File: src/design/chist_pkg.sv
// ----------------------------------------------------------------------------
// chist_pkg
// Shared types, constants and helpers for the channel histogram block.
// ----------------------------------------------------------------------------
package chist_pkg;

   localparam int CountBits = 24;
   localparam int NumBins   = 256;
   localparam int BinBits   = $clog2(NumBins);
   localparam int PixBits   = 8;
   localparam int BarBits   = 10;
   localparam int ProdBits  = BarBits + CountBits;
   localparam int IterBits  = $clog2(ProdBits + 1);
   localparam int OutCountBits = 24;

   localparam int ReqDataBits  = 4 * PixBits;
   localparam int RspFieldBits = BinBits + OutCountBits + BarBits;
   localparam int RspDataBits  = ((RspFieldBits + 7) / 8) * 8;

   localparam logic [BarBits-1:0] BarHeightReset = BarBits'(100);

   typedef enum logic [1:0] {
      ACT_PIXEL = 2'd0,
      ACT_QUERY = 2'd1,
      ACT_CLEAR = 2'd2
   } action_type;

   typedef enum logic [1:0] {
      CH_RED   = 2'd0,
      CH_GREEN = 2'd1,
      CH_BLUE  = 2'd2,
      CH_LUMA  = 2'd3
   } channel_type;

   typedef enum logic {
      REG_CHANNEL = 1'b0,
      REG_BAR     = 1'b1
   } csr_index_type;

   // Bin memory command from the sequencer.
   typedef struct packed {
      logic                 rd_en;
      logic [BinBits-1:0]   rd_addr;
      logic                 wr_en;
      logic [BinBits-1:0]   wr_addr;
      logic [CountBits-1:0] wr_data;
      logic                 clear;
   } store_req_type;

   // Pick the bin of a pixel for the selected channel.
   function automatic logic [BinBits-1:0] pick_bin(
      input logic [1:0]         chan,
      input logic [PixBits-1:0] r,
      input logic [PixBits-1:0] g,
      input logic [PixBits-1:0] b
   );
      logic [12:0] sum;
      logic [BinBits-1:0] bin;
      sum = 13'(r) * 13'd11 + 13'(g) * 13'd16 + 13'(b) * 13'd5;
      case (channel_type'(chan))
         CH_RED:   bin = BinBits'(r);
         CH_GREEN: bin = BinBits'(g);
         CH_BLUE:  bin = BinBits'(b);
         CH_LUMA:  bin = BinBits'(sum[12:5]);
         default:  bin = BinBits'(r);
      endcase
      return bin;
   endfunction

endpackage

File: src/design/chist_div.sv
// ----------------------------------------------------------------------------
// chist_div
// Restoring divider, one quotient bit per cycle.
// ----------------------------------------------------------------------------
module chist_div (
   input  logic                            clock,
   input  logic                            reset,
   input  logic                            start,
   input  logic [chist_pkg::ProdBits-1:0]  dividend,
   input  logic [chist_pkg::CountBits-1:0] divisor,
   output logic                            done,
   output logic [chist_pkg::ProdBits-1:0]  quotient
);

   localparam int CB = chist_pkg::CountBits;
   localparam int PB = chist_pkg::ProdBits;
   localparam int IB = chist_pkg::IterBits;

   logic          busy_ff, busy_in;
   logic          done_ff, done_in;
   logic [IB-1:0] cnt_ff, cnt_in;
   logic [CB-1:0] rem_ff, rem_in;
   logic [PB-1:0] quo_ff, quo_in;
   logic [CB-1:0] dsr_ff, dsr_in;

   logic [CB:0]   shifted;
   logic [CB+1:0] diff;
   logic          borrow;

   assign shifted = {rem_ff, quo_ff[PB-1]};
   assign diff    = {1'b0, shifted} - {2'b00, dsr_ff};
   assign borrow  = diff[CB+1];

   always_comb begin
      busy_in = busy_ff;
      done_in = 1'b0;
      cnt_in  = cnt_ff;
      rem_in  = rem_ff;
      quo_in  = quo_ff;
      dsr_in  = dsr_ff;
      if (start) begin
         busy_in = 1'b1;
         cnt_in  = '0;
         rem_in  = '0;
         quo_in  = dividend;
         dsr_in  = divisor;
      end else if (busy_ff) begin
         // Shift in one dividend bit, subtract when it fits.
         rem_in = borrow ? shifted[CB-1:0] : diff[CB-1:0];
         quo_in = {quo_ff[PB-2:0], ~borrow};
         cnt_in = cnt_ff + IB'(1);
         if (cnt_ff == IB'(PB - 1)) begin
            busy_in = 1'b0;
            done_in = 1'b1;
         end
      end
   end

   always_ff @(posedge clock) begin
      if (reset) begin
         busy_ff <= 1'b0;
         done_ff <= 1'b0;
         cnt_ff  <= '0;
      end else begin
         busy_ff <= busy_in;
         done_ff <= done_in;
         cnt_ff  <= cnt_in;
      end
      rem_ff <= rem_in;
      quo_ff <= quo_in;
      dsr_ff <= dsr_in;
   end

   assign done     = done_ff;
   assign quotient = quo_ff;

endmodule

File: config.mk
export PLATFORM = sky130hd
export DESIGN_NAME = chist_div
export DESIGN_NICKNAME = d
export VERILOG_FILES = /design/src/design/chist_pkg.sv /design/src/design/chist_div.sv
export SDC_FILE = /design/constraint.sdc
export NUM_CORES = 1
export LEC_CHECK = 0
export BUFFER_PORTS_ARGS = -buffer_cell sky130_fd_sc_hd__buf_2
export CAP_MARGIN = 30
export CORE_ASPECT_RATIO = 1.75
export CORE_UTILIZATION = 56
export CTS_CLUSTER_SIZE = 28
export DETAILED_ROUTE_END_ITERATION = 8
export PLACE_DENSITY = 0.81
export SLEW_MARGIN = 0
export SYNTH_ARGS = -nofsm -noshare
export SYNTH_HDL_FRONTEND = slang
export SYNTH_SLANG_ARGS = --single-unit
File: constraint.sdc
create_clock -name clock -period 3.26 [get_ports clock]
set_clock_uncertainty 0.2 [all_clocks]
set_input_delay 0.652 -clock clock [delete_from_list [all_inputs] [get_ports clock]]
set_output_delay 0.652 -clock clock [all_outputs]
set_load 0.005 [all_outputs]
# Yosys cells after proc, flatten, opt, wreduce, memory -nomap -nowiden
# Index checks and enable logic that the tools add are counted.
# Widths: inputs -> output; s select.
# classes
n_eq_ne,1
n_reduce_logical,3
n_addsub,2
n_mux,7
bitwise_logic,2
# ops
operator,count
$mux 34,2
$sub 25x24->26,1
$mux 24,1
$add 6x1->6 const B,1
$eq 6x6->1 const B,1
$mux 1,4
$reduce_or 3->1,1
$not 1->1,2
$reduce_bool 2->1,1
$reduce_or 2->1,1
# word_totals
elab_cells,21
out_inout_bits,35
reg_bits,90
in_bits,61

# Logic depth before layout (Yosys ltp)
# logic_depth
word_depth,4
ltp_mapped,13
depth_no_buf,11

# Least setup slack after synthesis
# Ideal clock, no wire load.
# synth_path
path_kind,register to register
start,reg dsr_ff[16]
end,reg quo_ff[0] (netlist: quotient[0]) (data pin)
path_buffers,3
t_arrival_ns,2.466
period_less_slack_ns,2.926
slack_ns,0.334
setup_ns,0.260
t_required_ns,2.800
path_stages_with_launch,13
path_cell_list,edfxtp_1 inv_1 ha_1 buf_2 a21oi_2 o21ai_1 or4_1 nor3_2 nor3_2 or2_1 buf_6 buf_4 mux2_2
# synth_via
elab_chain_cells,4
# synth_lines
item,line,source
start: declaration,chist_div.sv:24,"logic [CB-1:0] dsr_ff, dsr_in;"
start signal: assignment,chist_div.sv:71,dsr_ff <= dsr_in;
$sub 25x24->26,chist_div.sv:31,"assign diff = {1'b0, shifted} - {2'b00, dsr_ff};"
$not 1->1,chist_div.sv:50,"quo_in = {quo_ff[PB-2:0], ~borrow};"
$mux 34,chist_div.sv:47,end else if (busy_ff) begin
$mux 34,chist_div.sv:41,if (start) begin
named net quo_in[0],chist_div.sv:23,"logic [PB-1:0] quo_ff, quo_in;"
end signal: assignment,chist_div.sv:70,quo_ff <= quo_in;
end: declaration,chist_div.sv:23,
# The timed path passes the listed nets, and every way through them passes these cells. The select of a mux whose other input is x is not followed.
# A chain may end at the register's enable or synchronous reset.

# Worst setup path in the final report
# layout_path
start,reg dsr_ff[1]
end,reg rem_ff[3]
# layout_via
elab_chain_cells,2
# layout_lines
item,line,source
$sub 25x24->26,chist_div.sv:31,
$mux 24,chist_div.sv:49,rem_in = borrow ? shifted[CB-1:0] : diff[CB-1:0];
end signal: assignment,chist_div.sv:69,rem_ff <= rem_in;
end: declaration,chist_div.sv:22,"logic [CB-1:0] rem_ff, rem_in;"
# Every way passes these cells.

==> summary.txt <==
Synth
  – Number of flops mapped to enable cells by yosys: 58
  – Gate Count Post-Synth: 462
  – Syn Area/Cell: 10.6 µm²
  – YS warnings: 0
  – Cell Area, Synth: 4880 µm²
  – Simple-gate share of the synthesized area: 13.5%
  – Adder-Cell Fraction of Synth Area: 7.08%
  – Mux contribution to synthesized area: 8.26%
  – Synth area leader: edfxtp_1
  – Ys flop type: edfxtp_1
  – Synth unique cells: 62
  – Seq/Total Area, Yosys: 48.9%
  – Fraction of registers with async set or reset after synthesis: 0%
  – XOR/XNOR Fraction of Synth Area: 3.77%
  – Leading post-synthesis cells by cell area: edfxtp_1 36%, dfxtp_1 13%, mux2_2 7.9%, ha_1 6.7%, nand2_1 3.4%
  – Syn nets: 550
  – #FFs+latches synth: 90
  – Compound-cell area share of the yosys netlist: 14.1%
  – Largest family of logic cells by synthesized area: compound AO/OA/AOI/OAI gates
  – Yosys top cell area share: 35.7%

STA
  – Transition time of the tightest slew-check pin: 555 ps
  – Final min period: 3090 ps
  – Slew margin rel.: 62.8%
  – RSZ-0062 raised after global routing: no
  – WHS: 270 ps
  – Period utilisation layout: 94.7%
  – Max Slew Vio Count: 0
  – Fmax: 0.324 GHz
  – Post-Route Setup TNS: 0 ps
  – Final Hold Fails: 0
  – Setup Viol. Count Final: 0

Detailed routing
  – # DRC: 0
  – Via count: 3878
  – Wire length per cell: 16.2 µm
  – Detailed-router iteration count before antenna repair: 4
  – Vias per inst: 5.72
  – Final ANT Viol Nets: 0
  – Total wire length: 11.0 mm
  – Iteration-0 DRC Markers: 197

Status
  – Outcome: completed

Worst setup path
  – Crit-path max FO: 13
  – Critical Path Source Type: register
  – CP Class: register to register
  – Critical Path AT: 3130 ps
  – CP required: 3300 ps
  – CP endpoint kind: register

Global route
  – Vias in the first global route: 4039
  – Global-route wire length before repair: 17.5 mm
  – Overflow after GRT: 0
  – Largest net degree at the start of global routing: 41
  – Overall global routing resource usage: 25.1%
  – Antenna violations before repair: 0

Floorplanning
  – # rows: 44
  – Die height: 125 µm
  – Core region area: 8370 µm²
  – Die area: 9100 µm²
  – Io pins: 96
  – Initial Util: 58.3%
  – Die Wd: 72.5 µm

Power
  – Max IR drop VDD: 0.000520 V
  – Pwr dens: 523 nW/µm²
  – Leak: 2.46 nW

Clock tree
  – TritonCTS clock tree: built
  – Total CTS buffers: 9
  – Clk_lat worst skew: 350 ps
  – CTS sink count: 90
  – # hold bufs at CTS: 0
  – Reg clk slew, reported paths: 60 ps
  – Max Buffers Root-to-Sink: 2
  – Htree depth: 3
  – CTS root buffer: clkbuf_16

Layout
  – Fillcell total: 653
  – Register area: 2380 µm²
  – Area Overhead vs Synth: 19.1%
  – Multi-input gate area: 2300 µm²
  – Nets: 646
  – Ant. Diodes: 0
  – Most common cell after layout, fill and taps aside: buf_2
  – Commonest cells after routing, fill and taps aside: 95 x buf_2, 58 x edfxtp_1, 44 x nand2_1, 44 x nor2_1, 34 x mux2_2
  – Share of layout cells above drive strength 1: 29.8%

Placed design
  – Buffers on Ports: 95
  – Placer Congestion: 0.888
  – HPWL Detailed: 8.00 mm

Job
  – MaxCap Viol Count: 0

Hold path
  – Worst hold path type: input pin to register
## per-stage QoR
stage	std cells	power, mW	util (%)	area, µm²	worst slack, ps
after floorplan	462	1.81	-	4880	334
after global placement	661	1.99	65.3	5460	164
after detailed placement	661	2.01	65.3	5460	87.8
after CTS	677	3.04	68.8	5760	27.8
after global routing	678	3.16	69.4	5810	5.76
final	678	3.03	69.4	5810	172
## synthesized netlist by cell type (2+ instances only)
master and count:
o21a_1 6, and3_1 5, clkbuf_1 12, o2111ai_1 3, nand4_1 3, o211ai_1 2, or2_2 2, nand3_1 7
buf_2 3, or3_1 2, nor3_1 13, mux2i_1 2, a21o_1 7, o41ai_1 2, a31o_2 2, edfxtp_1 58
nor2_1 44, o21bai_1 2, mux2_2 34, nor2b_1 2, a21oi_1 20, nand3b_1 4, nand2_1 44, a311oi_1 12
and2_1 3, a21boi_0 3, o21ai_1 2, a211oi_1 3, o31ai_1 3, ha_1 26, a31oi_1 3, xor2_1 12
o21ai_0 14, dfxtp_1 32, or4_1 2, buf_6 2, xnor2_1 9, inv_1 32, nor3_2 2
## power by group
group / internal, mW / switching, mW / total, mW
Clock: 0.592 / 0.430 / 1.02
Combinational: 0.283 / 0.349 / 0.632
Sequential: 1.32 / 0.0558 / 1.38
## worst max-delay path, cell delays in order (launching register included)
cell and delay (ps):
edfxtp_1 370, inv_1 60, ha_1 270, nor2b_1 240, o211ai_1 200, a211oi_4 360
nor3_4 100, nor3_4 310, or2_4 210, buf_4 210, buf_4 140, nand2_1 40
a311oi_1 280
## per-layer routing
metal / up-vias / share of wire, % / GRT usage, %
li1: 1870 / - / -
met1: 1835 / 38 / 25.1
met2: 140 / 54 / 45.8
met3: 33 / 4.9 / 6.12
met4: 0 / 3.5 / 14.0
met5: - / 0 / 0
## repair_timing
action	CTS	global route
buffers inserted	0	1
setup endpoints to repair	0	20
gates resized for setup	0	6
## layout make-up
class | count | share of cell area (%)
Inverter | 33 | 2.13
Tap cell | 115 | 2.48
Clock inverter | 7 | 1.21
Timing Repair Buffer | 104 | 9.57
Multi-Input combinational cell | 320 | 39.7
Clock buffer | 9 | 3.88
Sequential cell | 90 | 41.0
## registers in the layout (all words and copies together) (netlist names)
register	count
rem_ff	24
busy_ff	1
cnt_ff	6
dsr_ff	24
quotient	34
done	1
## logic make-up after synthesis
kind of cell,after synthesis
AO/OA/AOI/OAI,96
AND/OR/NAND/NOR,140
buffers and inverters,52
flip-flops,90
multiplexers,36
adder cells (fa/ha/maj),27
XOR/XNOR,21
## final timing paths
path	depth (start not counted)	slack, ps	startpoint	end
worst max-delay path	12	170	dsr_ff[1]	rem_ff[3]
worst min-delay path	2	270	reset	busy_ff
worst max register to register	12	170	dsr_ff[1]	rem_ff[3]
worst min register to register	2	280	cnt_ff[5]	done
Note: power is estimated with default switching activity, not from simulation.
